**src/pulse_peak_bpm_averager_top_assert.svh**
```systemverilog
// assertion macros used by the pulse peak bpm averager controller
`ifndef PULSE_PEAK_BPM_AVERAGER_TOP_ASSERT_SVH
`define PULSE_PEAK_BPM_AVERAGER_TOP_ASSERT_SVH

// same-cycle implication, checked on every rising edge outside reset
`define PPBA_ASSERT_NOW(label, clk, rst, ante, cons, msg) \
  label: assert property (@(posedge clk) disable iff (rst) (ante) |-> (cons)) \
    else $error(msg);

// next-cycle implication, checked on every rising edge outside reset
`define PPBA_ASSERT_NEXT(label, clk, rst, ante, cons, msg) \
  label: assert property (@(posedge clk) disable iff (rst) (ante) |=> (cons)) \
    else $error(msg);

`endif

```
**src/ppba_pkg.sv**
```systemverilog
// shared constants and control types for the pulse peak bpm averager
`timescale 1ns / 1ps
`default_nettype none

package ppba_pkg;

  // field widths
  localparam int unsigned SAMPLE_W = 12;
  localparam int unsigned TIME_W   = 32;
  localparam int unsigned RATE_W   = 8;
  localparam int unsigned MIN_W    = 16;

  // configuration port
  localparam int unsigned CFG_IDX_W  = 3;
  localparam int unsigned CFG_DATA_W = 16;

  localparam logic [CFG_IDX_W-1:0] CFG_PEAK_THRESHOLD     = 3'd0;
  localparam logic [CFG_IDX_W-1:0] CFG_RELEASE_HYSTERESIS = 3'd1;
  localparam logic [CFG_IDX_W-1:0] CFG_MIN_INTERVAL_MS    = 3'd2;
  localparam logic [CFG_IDX_W-1:0] CFG_RATE_LOW           = 3'd3;
  localparam logic [CFG_IDX_W-1:0] CFG_RATE_HIGH          = 3'd4;

  // register reset values
  localparam logic [SAMPLE_W-1:0] THRESHOLD_RST  = 12'd2450;
  localparam logic [SAMPLE_W-1:0] HYSTERESIS_RST = 12'd100;
  localparam logic [MIN_W-1:0]    MIN_IVL_RST    = 16'd450;
  localparam logic [RATE_W-1:0]   RATE_LOW_RST   = 8'd40;
  localparam logic [RATE_W-1:0]   RATE_HIGH_RST  = 8'd120;

  // ms per minute, numerator of the beat rate
  localparam int unsigned RATE_NUMERATOR = 60000;

  // shared divider width
  localparam int unsigned DIV_W = 16;

  localparam int unsigned HISTORY_DEPTH_DEF = 10;

  // controller to datapath
  typedef struct packed {
    logic load;            // capture an input request
    logic start_rate_div;  // 60000 / interval
    logic store_rate;      // write rate into ring if in bounds
    logic mark_peak;       // record peak time, arm pulse
    logic walk_clear;      // reset sum, count and walk index
    logic walk_step;       // accumulate one ring entry
    logic start_mean_div;  // sum / count
    logic take_mean;       // latch quotient as held rate
    logic emit;            // load output register
    logic release_check;   // disarm on fall below release level
  } ppba_cmd_t;

  // datapath to controller
  typedef struct packed {
    logic rise;
    logic interval_ok;
    logic interval_small;
    logic div_done;
    logic walk_last;
    logic count_zero;
    logic out_free;
  } ppba_stat_t;

endpackage

`default_nettype wire

```
**src/ppba_div.sv**
```systemverilog
// restoring divider, one quotient bit per cycle
`timescale 1ns / 1ps
`default_nettype none

module ppba_div (
  input  wire logic                     clk,
  input  wire logic                     rst,
  input  wire logic                     start,
  input  wire logic [ppba_pkg::DIV_W-1:0] dividend,
  input  wire logic [ppba_pkg::DIV_W-1:0] divisor,
  output logic                          done,
  output logic [ppba_pkg::DIV_W-1:0]    quotient
);
  import ppba_pkg::*;

  localparam int unsigned CNT_W = $clog2(DIV_W + 1);

  logic [DIV_W-1:0] rem;
  logic [DIV_W-1:0] dsr;
  logic [CNT_W-1:0] cnt;
  logic             busy;
  logic [DIV_W:0]   trial;

  // borrow in the top bit means the divisor does not fit
  assign trial = {rem, quotient[DIV_W-1]} - {1'b0, dsr};

  always_ff @(posedge clk) begin
    if (rst) begin
      busy <= 1'b0;
      done <= 1'b0;
      cnt  <= '0;
    end else begin
      done <= 1'b0;
      if (start) begin
        busy     <= 1'b1;
        cnt      <= CNT_W'(DIV_W);
        rem      <= '0;
        dsr      <= divisor;
        quotient <= dividend;
      end else if (busy) begin
        if (!trial[DIV_W]) begin
          rem      <= trial[DIV_W-1:0];
          quotient <= {quotient[DIV_W-2:0], 1'b1};
        end else begin
          rem      <= {rem[DIV_W-2:0], quotient[DIV_W-1]};
          quotient <= {quotient[DIV_W-2:0], 1'b0};
        end
        cnt <= cnt - CNT_W'(1);
        if (cnt == CNT_W'(1)) begin
          busy <= 1'b0;
          done <= 1'b1;
        end
      end
    end
  end

endmodule

`default_nettype wire

```
**src/ppba_dp.sv**
```systemverilog
// datapath: config registers, peak state, rate ring, walk and output register
`timescale 1ns / 1ps
`default_nettype none

module ppba_dp #(
  parameter int unsigned HISTORY_DEPTH = ppba_pkg::HISTORY_DEPTH_DEF
) (
  input  wire logic                            clk,
  input  wire logic                            rst,
  input  wire logic                            cfg_valid,
  input  wire logic [ppba_pkg::CFG_IDX_W-1:0]  cfg_index,
  input  wire logic [ppba_pkg::CFG_DATA_W-1:0] cfg_data,
  input  wire logic [ppba_pkg::SAMPLE_W-1:0]   sample,
  input  wire logic [ppba_pkg::TIME_W-1:0]     time_ms,
  input  wire logic                            result_stall,
  input  wire ppba_pkg::ppba_cmd_t             cmd,
  output ppba_pkg::ppba_stat_t                 stat,
  output logic                                 result_valid,
  output logic [ppba_pkg::RATE_W-1:0]          beats_per_minute
);
  import ppba_pkg::*;

  localparam int unsigned PTR_W = (HISTORY_DEPTH > 1) ? $clog2(HISTORY_DEPTH) : 1;
  localparam int unsigned CNT_W = $clog2(HISTORY_DEPTH + 1);
  localparam int unsigned SUM_W = RATE_W + CNT_W;

  // configuration
  logic [SAMPLE_W-1:0] peak_threshold;
  logic [SAMPLE_W-1:0] release_hysteresis;
  logic [MIN_W-1:0]    min_interval_ms;
  logic [RATE_W-1:0]   rate_low;
  logic [RATE_W-1:0]   rate_high;

  // captured request
  logic [SAMPLE_W-1:0] sample_r;
  logic [TIME_W-1:0]   time_r;

  // peak and history state
  logic [TIME_W-1:0]   last_peak_time;
  logic                pulse_armed;
  logic [RATE_W-1:0]   rate_history [HISTORY_DEPTH];
  logic [PTR_W-1:0]    history_pointer;
  logic [RATE_W-1:0]   held_rate;

  // walk accumulators
  logic [PTR_W-1:0]    walk_idx;
  logic [SUM_W-1:0]    rate_sum;
  logic [CNT_W-1:0]    rate_count;

  logic [TIME_W-1:0]   interval;
  logic [RATE_W-1:0]   entry;
  logic                in_bounds;
  logic                div_start;
  logic [DIV_W-1:0]    div_dividend;
  logic [DIV_W-1:0]    div_divisor;
  logic                div_done;
  logic [DIV_W-1:0]    div_quotient;

  assign interval  = time_r - last_peak_time;
  assign entry     = rate_history[walk_idx];
  assign in_bounds = (div_quotient > {{(DIV_W-RATE_W){1'b0}}, rate_low}) &&
                     (div_quotient < {{(DIV_W-RATE_W){1'b0}}, rate_high});

  assign div_start    = cmd.start_rate_div || cmd.start_mean_div;
  assign div_dividend = cmd.start_mean_div ? DIV_W'(rate_sum) : DIV_W'(RATE_NUMERATOR);
  assign div_divisor  = cmd.start_mean_div ? DIV_W'(rate_count) : interval[DIV_W-1:0];

  ppba_div u_div (
    .clk      (clk),
    .rst      (rst),
    .start    (div_start),
    .dividend (div_dividend),
    .divisor  (div_divisor),
    .done     (div_done),
    .quotient (div_quotient)
  );

  always_comb begin
    stat.rise           = (sample_r > peak_threshold) && !pulse_armed;
    stat.interval_ok    = interval > {{(TIME_W-MIN_W){1'b0}}, min_interval_ms};
    stat.interval_small = interval <= TIME_W'(RATE_NUMERATOR);
    stat.div_done       = div_done;
    stat.walk_last      = walk_idx == PTR_W'(HISTORY_DEPTH - 1);
    stat.count_zero     = rate_count == '0;
    stat.out_free       = !result_valid || !result_stall;
  end

  // configuration writes
  always_ff @(posedge clk) begin
    if (rst) begin
      peak_threshold     <= THRESHOLD_RST;
      release_hysteresis <= HYSTERESIS_RST;
      min_interval_ms    <= MIN_IVL_RST;
      rate_low           <= RATE_LOW_RST;
      rate_high          <= RATE_HIGH_RST;
    end else if (cfg_valid) begin
      unique case (cfg_index)
        CFG_PEAK_THRESHOLD:     peak_threshold     <= cfg_data[SAMPLE_W-1:0];
        CFG_RELEASE_HYSTERESIS: release_hysteresis <= cfg_data[SAMPLE_W-1:0];
        CFG_MIN_INTERVAL_MS:    min_interval_ms    <= cfg_data[MIN_W-1:0];
        CFG_RATE_LOW:           rate_low           <= cfg_data[RATE_W-1:0];
        CFG_RATE_HIGH:          rate_high          <= cfg_data[RATE_W-1:0];
        default: ;
      endcase
    end
  end

  // captured payload, no reset needed
  always_ff @(posedge clk) begin
    if (cmd.load) begin
      sample_r <= sample;
      time_r   <= time_ms;
    end
  end

  always_ff @(posedge clk) begin
    if (rst) begin
      last_peak_time  <= '0;
      pulse_armed     <= 1'b0;
      history_pointer <= '0;
      held_rate       <= '0;
      walk_idx        <= '0;
      rate_sum        <= '0;
      rate_count      <= '0;
      result_valid    <= 1'b0;
      for (int i = 0; i < HISTORY_DEPTH; i++) begin
        rate_history[i] <= '0;
      end
    end else begin
      if (cmd.store_rate && in_bounds) begin
        rate_history[history_pointer] <= div_quotient[RATE_W-1:0];
        if (history_pointer == PTR_W'(HISTORY_DEPTH - 1)) begin
          history_pointer <= '0;
        end else begin
          history_pointer <= history_pointer + PTR_W'(1);
        end
      end
      if (cmd.mark_peak) begin
        last_peak_time <= time_r;
        pulse_armed    <= 1'b1;
      end
      // release level may be negative, then never true
      if (cmd.release_check && pulse_armed &&
          ({1'b0, sample_r} + {1'b0, release_hysteresis} < {1'b0, peak_threshold})) begin
        pulse_armed <= 1'b0;
      end
      if (cmd.walk_clear) begin
        walk_idx   <= '0;
        rate_sum   <= '0;
        rate_count <= '0;
      end else if (cmd.walk_step) begin
        if (entry != '0) begin
          rate_sum   <= rate_sum + SUM_W'(entry);
          rate_count <= rate_count + CNT_W'(1);
        end
        if (!stat.walk_last) begin
          walk_idx <= walk_idx + PTR_W'(1);
        end
      end
      if (cmd.take_mean) begin
        held_rate <= div_quotient[RATE_W-1:0];
      end
      if (cmd.emit) begin
        result_valid <= 1'b1;
      end else if (!result_stall) begin
        result_valid <= 1'b0;
      end
    end
  end

  always_ff @(posedge clk) begin
    if (cmd.emit) begin
      beats_per_minute <= held_rate;
    end
  end

endmodule

`default_nettype wire

```
**src/ppba_ctrl.sv**
```systemverilog
// controller state machine sequencing peak check, divisions and ring walk
`timescale 1ns / 1ps
`default_nettype none

`include "pulse_peak_bpm_averager_top_assert.svh"

module ppba_ctrl (
  input  wire logic                 clk,
  input  wire logic                 rst,
  input  wire logic                 item_valid,
  output logic                      item_stall,
  input  wire ppba_pkg::ppba_stat_t stat,
  output ppba_pkg::ppba_cmd_t       cmd
);
  import ppba_pkg::*;

  typedef enum logic [3:0] {
    IDLE,
    CHECK,
    DIV_RATE,
    STORE,
    WALK,
    MEAN,
    DIV_MEAN,
    EMIT,
    FINISH
  } state_t;

  state_t state;
  state_t state_next;
  logic   accept;

  assign item_stall = state != IDLE;
  assign accept     = item_valid && (state == IDLE);

  always_comb begin
    cmd        = '0;
    state_next = state;
    unique case (state)
      IDLE: begin
        if (accept) begin
          cmd.load   = 1'b1;
          state_next = CHECK;
        end
      end
      CHECK: begin
        if (!stat.rise) begin
          cmd.release_check = 1'b1;
          state_next        = IDLE;
        end else if (stat.interval_ok && stat.interval_small) begin
          cmd.start_rate_div = 1'b1;
          state_next         = DIV_RATE;
        end else begin
          // long interval gives rate zero, never stored
          cmd.mark_peak  = stat.interval_ok;
          cmd.walk_clear = 1'b1;
          state_next     = WALK;
        end
      end
      DIV_RATE: begin
        if (stat.div_done) begin
          state_next = STORE;
        end
      end
      STORE: begin
        cmd.store_rate = 1'b1;
        cmd.mark_peak  = 1'b1;
        cmd.walk_clear = 1'b1;
        state_next     = WALK;
      end
      WALK: begin
        cmd.walk_step = 1'b1;
        if (stat.walk_last) begin
          state_next = MEAN;
        end
      end
      MEAN: begin
        if (stat.count_zero) begin
          state_next = EMIT;
        end else begin
          cmd.start_mean_div = 1'b1;
          state_next         = DIV_MEAN;
        end
      end
      DIV_MEAN: begin
        if (stat.div_done) begin
          cmd.take_mean = 1'b1;
          state_next    = EMIT;
        end
      end
      EMIT: begin
        if (stat.out_free) begin
          cmd.emit   = 1'b1;
          state_next = FINISH;
        end
      end
      FINISH: begin
        cmd.release_check = 1'b1;
        state_next        = IDLE;
      end
      default: state_next = IDLE;
    endcase
  end

  always_ff @(posedge clk) begin
    if (rst) begin
      state <= IDLE;
    end else begin
      state <= state_next;
    end
  end

  `PPBA_ASSERT_NEXT(a_accept_to_check, clk, rst, accept, state == CHECK, "request not checked after accept")
  `PPBA_ASSERT_NOW(a_div_done_expected, clk, rst, stat.div_done, (state == DIV_RATE) || (state == DIV_MEAN), "divider finished outside a divide state")
  `PPBA_ASSERT_NEXT(a_emit_waits, clk, rst, (state == EMIT) && !stat.out_free, state == EMIT, "result dropped while output busy")

endmodule

`default_nettype wire

```
**src/pulse_peak_bpm_averager_top.sv**
```systemverilog
// top level of the pulse peak detector and beat-rate averager
// usage:
//   item channel: sample and time_ms with item_valid / item_stall; a request is taken
//   when item_valid is high and item_stall low. item_stall is low only while idle.
//   result channel: beats_per_minute with result_valid / result_stall; one result per
//   rising edge of the pulse (sample above threshold while not armed), none otherwise.
//   config channel: cfg_valid / cfg_ready with cfg_index and cfg_data; cfg_ready is
//   always high, write only while no request is in flight.
// processing steps:
//   a request with no rise gets the check and the release check only. a rise goes through
//   accept and check, one pass of the shared serial divider (16 quotient bits, then done)
//   for 60000 / interval and a ring update (both skipped if the interval is out of range),
//   a walk of the rate ring at one entry per cycle, a second divider pass for the mean
//   (skipped if no entry is nonzero), then the output register load once that register
//   is free, and the release check. a new request is taken only after the last is done.
// reset (synchronous, active high): config registers go to their defaults, the ring
//   and peak state clear, no result is pending.
// stalls: the result sits in an output register while result_stall is high; the next
//   request is still taken, and its own result waits until that register frees up.
`timescale 1ns / 1ps
`default_nettype none

module pulse_peak_bpm_averager_top #(
  parameter int unsigned HISTORY_DEPTH = ppba_pkg::HISTORY_DEPTH_DEF
) (
  input  wire logic                            clk,
  input  wire logic                            rst,
  // config channel
  input  wire logic                            cfg_valid,
  output logic                                 cfg_ready,
  input  wire logic [ppba_pkg::CFG_IDX_W-1:0]  cfg_index,
  input  wire logic [ppba_pkg::CFG_DATA_W-1:0] cfg_data,
  // item channel
  input  wire logic                            item_valid,
  output logic                                 item_stall,
  input  wire logic [ppba_pkg::SAMPLE_W-1:0]   sample,
  input  wire logic [ppba_pkg::TIME_W-1:0]     time_ms,
  // result channel
  output logic                                 result_valid,
  input  wire logic                            result_stall,
  output logic [ppba_pkg::RATE_W-1:0]          beats_per_minute
);
  import ppba_pkg::*;

  ppba_cmd_t  cmd;
  ppba_stat_t stat;

  // the user must write only while idle, the block does not enforce it; no backpressure on config
  assign cfg_ready = 1'b1;

  // sequencing: accept, rate divide, ring update, ring walk, mean divide, emit
  ppba_ctrl u_ctrl (
    .clk        (clk),
    .rst        (rst),
    .item_valid (item_valid),
    .item_stall (item_stall),
    .stat       (stat),
    .cmd        (cmd)
  );

  // registers, ring, shared divider and output register
  ppba_dp #(
    .HISTORY_DEPTH (HISTORY_DEPTH)
  ) u_dp (
    .clk              (clk),
    .rst              (rst),
    .cfg_valid        (cfg_valid && cfg_ready),
    .cfg_index        (cfg_index),
    .cfg_data         (cfg_data),
    .sample           (sample),
    .time_ms          (time_ms),
    .result_stall     (result_stall),
    .cmd              (cmd),
    .stat             (stat),
    .result_valid     (result_valid),
    .beats_per_minute (beats_per_minute)
  );

endmodule

`default_nettype wire
```
**config.mk**
```make
export PLATFORM = sky130hd
export DESIGN_NAME = pulse_peak_bpm_averager_top
export DESIGN_NICKNAME = d
export VERILOG_FILES = /design/src/ppba_pkg.sv /design/src/ppba_div.sv /design/src/ppba_dp.sv /design/src/ppba_ctrl.sv /design/src/pulse_peak_bpm_averager_top.sv
export VERILOG_INCLUDE_DIRS = /design/src /design/src/src
export SDC_FILE = /design/constraint.sdc
export NUM_CORES = 1
export LEC_CHECK = 0
export ABC_AREA = 1
export ABC_CLOCK_PERIOD_IN_PS = 3600
export BUFFER_PORTS_ARGS = -buffer_cell sky130_fd_sc_hd__buf_2
export CAP_MARGIN = 20
export CORE_MARGIN = 5
export CORE_UTILIZATION = 40
export CTS_BUF_LIST = sky130_fd_sc_hd__clkbuf_4 sky130_fd_sc_hd__clkbuf_8
export CTS_CLUSTER_SIZE = 40
export DETAILED_ROUTE_END_ITERATION = 16
export SYNTH_ARGS = -nofsm -noshare
export SYNTH_HDL_FRONTEND = slang
export SYNTH_SLANG_ARGS = --single-unit
```
**constraint.sdc**
```tcl
create_clock -name clk -period 3.6 [get_ports clk]
set_input_delay 0 -clock clk [delete_from_list [all_inputs] [get_ports clk]]
set_output_delay 0 -clock clk [all_outputs]
set_load 0.1 [all_outputs]
```
Word-level counts from Yosys, hierarchy flattened
Memories as Yosys holds them, arrays and structs flattened. A register that Yosys moved wholly into a read port is not among the register bits.
Cells that the tools add are included.
{"block": "classes", "bitwise": 3, "addsub": 8, "eq_ne": 21, "order_cmp": 6, "muxes": 53, "reduce_logical": 33}
{"cell": "16-bit 2-to-1 mux", "count": 5}
{"cell": "4-bit 2-to-1 mux", "count": 10}
{"cell": "32-bit by 16-bit greater-than comparator with 1-bit output", "count": 1}
{"cell": "32-bit by 16-bit <= comparator with 1-bit output (second input constant)", "count": 1}
{"cell": "4-bit one-hot mux with 8 select lines", "count": 1}
{"cell": "32-bit subtractor", "count": 1}
{"cell": "1-bit 2-to-1 mux", "count": 28}
{"cell": "2-bit AND reduction", "count": 9}
{"cell": "17-bit by 16-bit subtractor with 17-bit output", "count": 1}
{"cell": "4-bit by 3-bit == test with 1-bit output (second input constant)", "count": 4}
{"cell": "16-bit by 8-bit greater-than comparator with 1-bit output", "count": 1}
{"cell": "16-bit by 8-bit less-than comparator with 1-bit output", "count": 1}
{"cell": "12-bit by 12-bit adder with 13-bit output", "count": 1}
{"cell": "13-bit by 12-bit less-than comparator with 1-bit output", "count": 1}
{"cell": "12-bit by 8-bit adder with 12-bit output", "count": 1}
{"cell": "4-bit by 1-bit adder with 4-bit output (second input constant)", "count": 3}
{"cell": "4-bit == test (second input constant)", "count": 3}
{"cell": "12-bit greater-than comparator", "count": 1}
{"cell": "5-bit 2-to-1 mux", "count": 2}
{"cell": "4-bit by 2-bit == test with 1-bit output (second input constant)", "count": 2}
{"cell": "4-bit logical NOT", "count": 2}
{"cell": "8-bit 2-to-1 mux", "count": 1}
{"cell": "2-bit by 1-bit != test with 1-bit output (second input constant)", "count": 4}
{"cell": "8-bit nonzero test", "count": 1}
{"cell": "22 further kinds", "count": 39}
{"block": "totals", "reg_bits": 233, "mem_count": 1, "out_inout_bits": 11, "inputBits": 68, "ram_bits": 80}
{"memory": "u_dp.rate_history", "words": 10, "word_bits": 8, "read_ports": 1, "rd_ports_with_merged_regs": 1, "write_ports": 10, "line_no": "ppba_dp.sv:41", "text": "logic [RATE_W-1:0] rate_history [HISTORY_DEPTH];"}

Longest topological paths before layout
{"block": "depth", "ltp_word": 9, "mapped_depth": 26}

By module
Synthesis repeated with hierarchy kept, for this count alone.
{"block": "hier_totals", "hier_cells": 2532, "area_unflattened_um2": 20488.4}
{"module": "ppba_dp", "area_per_inst_um2": 16687.3, "cells_each": 2030, "seq_area_each_um2": 7927.6, "n_inst": 1}
{"module": "ppba_div", "area_per_inst_um2": 3375.7, "cells_each": 429, "seq_area_each_um2": 1581.5, "n_inst": 1}
{"module": "ppba_ctrl", "area_per_inst_um2": 414.1, "cells_each": 71, "seq_area_each_um2": 80.1, "n_inst": 1}
{"module": "pulse_peak_bpm_averager_top", "area_per_inst_um2": 11.3, "cells_each": 2, "seq_area_each_um2": 0.0, "n_inst": 1}

Worst setup path before layout
Ideal clock, no wire load.
{"block": "synth_timing", "path_type": "reg2reg", "startpoint": "reg u_dp.time_r[0]", "endpoint": "reg u_dp.u_div.quotient[0] (netlist bit) (enable)", "arrival_ns": 3.573, "stages_incl_launch_ff": 26, "path_buffers": 0, "period_less_slack_ns": 3.963, "setup_time_ns": 0.389, "path_slack_ns": -0.363, "t_required_ns": 3.211, "path_cell_list": "edfxtp_1 > inv_1 > ha_1 > inv_1 > fa_1 > nand3_1 > nand2_2 > nand2_1 > nand2_1 > nand2_1 > nand2_1 > nand2_1 > nand2_1 > ha_1 > nand4_1 > nor3_1 > nand2_1 > nand2_1 > nand2_1 > inv_1 > nand2_1 > nor2_1 > nand2_2 > nand2_4 > nand2_1 > nand2_1"}
{"block": "synth_via", "elab_chain_len": 9}
{"item": "from (decl)", "line_no": "ppba_dp.sv:36", "text": "logic [TIME_W-1:0] time_r;"}
{"item": "from (signal assigned)", "line_no": "ppba_dp.sv:112", "text": "time_r <= time_ms;"}
{"item": "32-bit subtractor (*)", "line_no": "ppba_dp.sv:59", "text": "assign interval = time_r - last_peak_time;"}
{"item": "named net u_dp.interval[14]", "line_no": "ppba_dp.sv:50", "text": "logic [TIME_W-1:0] interval;"}
{"item": "32-bit by 16-bit greater-than comparator with 1-bit output or 32-bit by 16-bit <= comparator with 1-bit output (tied branches)", "line_no": "ppba_dp.sv:80, ppba_dp.sv:81"}
{"item": "1-bit logical AND (*)", "line_no": "ppba_ctrl.sv:50", "text": "end else if (stat.interval_ok && stat.interval_small) begin"}
{"item": "1-bit 2-to-1 mux (*)", "line_no": "ppba_ctrl.sv:50"}
{"item": "1-bit 2-to-1 mux (*)", "line_no": "ppba_ctrl.sv:47", "text": "if (!stat.rise) begin"}
{"item": "1-bit 2-to-1 mux (*)", "line_no": "ppba_ctrl.sv:39", "text": "unique case (state)"}
{"item": "1-bit logical OR (*)", "line_no": "ppba_dp.sv:64", "text": "assign div_start = cmd.start_rate_div || cmd.start_mean_div;"}
{"item": "2-bit nonzero test (no source line) (*)"}
{"item": "2-bit AND reduction (no source line) (*)"}
{"item": "to (signal assigned)", "line_no": "ppba_div.sv:39", "text": "quotient <= dividend;"}
{"item": "to (signal assigned)", "line_no": "ppba_div.sv:43", "text": "quotient <= {quotient[DIV_W-2:0], 1'b1};"}
{"item": "to (signal assigned)", "line_no": "ppba_div.sv:46", "text": "quotient <= {quotient[DIV_W-2:0], 1'b0};"}
{"item": "to (decl)", "line_no": "ppba_div.sv:12", "text": "output logic [ppba_pkg::DIV_W-1:0] quotient"}
Mark *: on every way through the listed nets, which the timed path passes. The rest lies on a longest branch.
A chain may end at the register's enable or synchronous reset.

Final worst setup path
{"block": "layout_timing", "startpoint": "reg u_dp.time_r[0]", "endpoint": "reg u_dp.u_div.rem[9] (enable)"}
{"block": "layout_via", "elab_chain_len": 9}
{"item": "32-bit subtractor (*)", "line_no": "ppba_dp.sv:59"}
{"item": "named net u_dp.interval[6]", "line_no": "ppba_dp.sv:50"}
{"item": "32-bit by 16-bit greater-than comparator with 1-bit output or 32-bit by 16-bit <= comparator with 1-bit output (tied branches)", "line_no": "ppba_dp.sv:80, ppba_dp.sv:81"}
{"item": "1-bit logical AND (*)", "line_no": "ppba_ctrl.sv:50"}
{"item": "1-bit 2-to-1 mux (*)", "line_no": "ppba_ctrl.sv:50"}
{"item": "1-bit 2-to-1 mux (*)", "line_no": "ppba_ctrl.sv:47"}
{"item": "1-bit 2-to-1 mux (*)", "line_no": "ppba_ctrl.sv:39"}
{"item": "1-bit logical OR (*)", "line_no": "ppba_dp.sv:64"}
{"item": "2-bit nonzero test (no source line) (*)"}
{"item": "2-bit AND reduction (no source line) (*)"}
{"item": "to (signal assigned)", "line_no": "ppba_div.sv:42", "text": "rem <= trial[DIV_W-1:0];"}
{"item": "to (signal assigned)", "line_no": "ppba_div.sv:45", "text": "rem <= {rem[DIV_W-2:0], quotient[DIV_W-1]};"}
{"item": "to (decl)", "line_no": "ppba_div.sv:18", "text": "logic [DIV_W-1:0] rem;"}
Marked as above.

==> key figures <==
Route
  – Pre-antenna DRT Iters: 5
  – Initial drt markers: ~1,000
  – Vias per inst: about 5
  – WL final: between 50 and 60 mm
  – Drt wl/cell: 15.4 um
  – Antenna-violating nets left: 0
  – DR DRC count: 0
  – Vias: about 17,000

Worst setup path
  – Critical path type: register to register
  – Worst path slowest cell: edfxtp_1
  – Top delay family on crit path: simple AND/OR/NAND/NOR gates
  – CP max FO: 4
  – Max incr delay on CP: roughly 400 ps
  – Startpoint class of the critical path: register
  – CP arrival: between 4000 and 5000 ps
  – Worst Path Required: approximately 4000 ps
  – Most used cell, CP: nand2_2
  – CP Capture Type: register
  – WP buf/inv: 6

Global routing
  – Global route total overflow: 0
  – First-pass GRT wire length: about 83 mm
  – Initial antenna violation count: 0
  – Largest net degree at the start of global routing: 62
  – Overall Global Routing Usage: 18.8%
  – Vias in the first global route: 16,600

Synth
  – Post-synthesis cell type count: between 40 and 50
  – Post-synthesis sequential area ratio: 48.6%
  – Synth Warn #: 0
  – Synthesized instance count: about 2,400
  – Post-synthesis cell type with the largest combined area: edfxtp_1
  – Synthesized area per cell: 8.34 um^2
  – Top-area cell type share of the netlist area: between 30% and 40%
  – Synthesized cell area: 19,700 um^2
  – Flops & latches, synth: 365
  – Synth area leaders: edfxtp_1 (35%), dfxtp_1 (14%), nand2_1 (8.3%)
  – Post-Synthesis Net Count: between 2,000 and 3,000

STA
  – FMAX: between 0.2 and 0.3 GHz
  – Slew @ Worst Pin: about 1000 ps
  – RSZ-0062 raised after global routing: true
  – Final Cycle Share: 101%
  – Max Slew Vio Count: 0
  – Hold_ws: around 56 ps
  – Final hold violation count: 0
  – Setup ws final: -45.9 ps
  – Clock skew: ~47 ps
  – Slew headroom: between 30 and 40%
  – Min Tclk post-route: 3650 ps
  – Final Setup Violations: 10
  – Setup TNS: -334 ps

Clock network
  – CTS tree: built
  – Clk slew on worst S/H paths: 60 ps
  – Clk Latency, worst-skew pair: approximately 700 ps
  – Num CTS Buffers: 61
  – CTS sink cnt: around 370
  – CTS HTree Levels: 2
  – CTS max path bufs: 3
  – CTS Root Buffer Type: clkbuf_8

Pwr
  – Internal Pwr Total: just over 0.008 W
  – Power Density: between 400 and 500 nW/um^2
  – Worst VDD drop: around 330 uV
  – Psw: 0.00354 W
  – Lkg Pwr: between 10 and 15 nW
  – Combinational cell fraction of total power: 24.7%
  – Clk pwr share: between 30% and 40%
  – Switching fraction of total power: 30.5%
  – Sequential power share: between 40% and 50%

Status
  – Run status: complete, but fails checks
  – Failing checks: negative setup slack

Floorplan
  – Die Height: roughly 230 um
  – Initial Util: around two fifths
  – Die ar.: between 50,000 and 60,000 um^2
  – Chip Width: 232 um
  – Total core area: 48,800 um^2
  – FP Rows: 81
  – Ports: a little under 80

Placed design
  – Port Buffer Count: 77
  – Placed Cells incl. Taps: approximately 3,200
  – GP Congestion: ~0.9
  – DP Area: approximately 22,000 um^2
  – Final HPWL DP: about 37 mm

Min path
  – Hold WC Path Type: input pin to register

Layout
  – Fillers: between 4,000 and 5,000
  – Antenna cells: 0
  – Post-route insts no fill: between 3,000 and 4,000
  – Layout cell share with drive strength beyond 1: 17.3%
  – Multi-input gate area: roughly 9000 um^2
  – Nets: ~2,900
  – Register area: 9590 um^2
  – Finished Cell Area: ~25,000 um^2
  – Layout area overhead: 26.9%

Job
  – Max_cap viols: 0
==> kinds of logic after synthesis <==
logic type      Yosys count  synth area share, %
xor+xnor                 35                 1.55
compound gates          436                 12.8
buf+inv                 402                 7.92
flops                   365                 48.6
simple gates            996                 20.7
fa+ha+maj               131                 8.46
other cells               1               0.0190
==> layout by cell type, fill, tap and decap left out, drive strengths merged, types with 5 or more instances in the layout <==
cell type    count
nand2          443
nor2           405
inv            335
edfxtp         228
buf            223
o21ai          193
a21oi          143
dfxtp          137
ha             127
dlygate4sd3    111
clkbuf          96
nand3           81
o211ai          49
xor2            23
clkinv          23
nand4           22
nor3            21
a211oi          17
xnor2           12
nand3b           9
o21bai           6
o221ai           6
nor4             5
nor3b            5
==> cells in the mapped netlist, drive strengths merged <==
library cell and count:
nor4 5, a31oi 2, o21ai 193, or2 3
a21oi 143, edfxtp 228, a21boi 2, nor2 405
a311oi 1, o21a 2, nor3 21, a211oi 17
nor3b 5, ha 127, a2111oi 2, o21bai 6
o22ai 4, nand4 22, inv 333, fa 4
and2 2, o31ai 4, nand3 81, xnor2 12
clkinv 3, o211ai 49, clkbuf 44, nand2 443
xor2 23, o221a 1, conb 1, o221ai 6
dfxtp 137, nand3b 9, a21o 4, buf 22
==> worst paths after layout <==
path | from | to | slack (ps) | cells after the start
hold reg to reg | u_dp.held_rate[0]$_SDFFE_PP0P_ | u_dp.beats_per_minute[0]$_DFFE_PP_ | 410 | 0
setup / recovery | u_dp.time_r[0]$_DFFE_PP_ | u_dp.u_div.rem[9]$_SDFFCE_PP0P_ | -50 | 28
hold / removal | time_ms[24] | u_dp.time_r[24]$_DFFE_PP_ | 60 | 2
setup reg to reg | u_dp.time_r[0]$_DFFE_PP_ | u_dp.u_div.rem[9]$_SDFFCE_PP0P_ | -50 | 28
==> power groups by stage <==
stage	logic (W)	registers, W	clock network [W]
floorplan	0.00166	0.00479	0
global placement	0.00248	0.00481	0
detailed placement	0.00252	0.00482	0
CTS	0.00268	0.00474	0.00411
global route	0.00323	0.00476	0.00431
finish	0.00286	0.00475	0.00400
==> per-stage QoR <==
step / utilization [%] / total power, W / setup slack [ps]
3_5_place_dp: 44.6 / 0.00734 / -214
5_1_grt: 51.2 / 0.0123 / -233
6_report: 51.2 / 0.0116 / -45.9
4_1_cts: 50.0 / 0.0115 / -27.9
2_1_floorplan: - / 0.00645 / -15.2
3_3_place_gp: 44.6 / 0.00729 / -101
==> worst reg2reg max path: cells and delay by family, from the launching register on <==
kind / cells / cell delay [ps]
AOI/OAI and AO/OA: 1 / 100
buffers and inverters: 6 / 560
adders and majority gates: 3 / 820
DFF: 1 / 400
and+or+nand+nor: 18 / 1490
==> routing by layer <==
metal | routed length (um) | vias to the layer above | global-route usage (%)
met5 | 0 | - | 0
met4 | 1280 | 0 | 5.02
met3 | 2470 | 100 | 3.26
met2 | 26200 | 356 | 33.4
met1 | 22700 | 7983 | 23.8
li1 | - | 8530 | -
==> layout make-up <==
cell class / count / area share (%)
Clock buffer: 88 / 4.31
Clock inverter: 28 / 1.04
Inverter: 336 / 5.10
Multi-Input combinational cell: 1599 / 36.1
Sequential cell: 365 / 38.3
Tap cell: 664 / 3.32
Timing Repair Buffer: 342 / 11.8
==> sequential cells by signal (all words and copies together) (netlist names), named ones only <==
name,flops
u_dp.time_r,32
u_dp.rate_low,8
u_dp.result_valid,1
u_dp.sample_r,12
u_dp.rate_count,4
u_dp.u_div.dsr,16
u_dp.u_div.done,1
u_dp.held_rate,8
u_dp.history_pointer,4
u_dp.beats_per_minute,8
u_dp.u_div.cnt,5
u_dp.rate_history,128
u_dp.release_hysteresis,12
u_dp.pulse_armed,1
u_dp.u_div.quotient,16
u_dp.u_div.busy,1
u_dp.min_interval_ms,16
u_dp.rate_sum,12
u_dp.peak_threshold,12
u_dp.rate_high,8
u_dp.last_peak_time,32
u_dp.u_div.rem,16
u_ctrl.state,4
u_dp.walk_idx,4
==> what timing repair did <==
item / CTS / global route
pin swaps: 5 / 21
endpoints found under the hold margin: 148 / 0
hold buffers: 111 / 0
setup endpoints to repair: 105 / 136
buffers inserted: 5 / 7
cloned: 1 / 8
gates resized for setup: 20 / 121
Power figures use the tool's default switching activity.
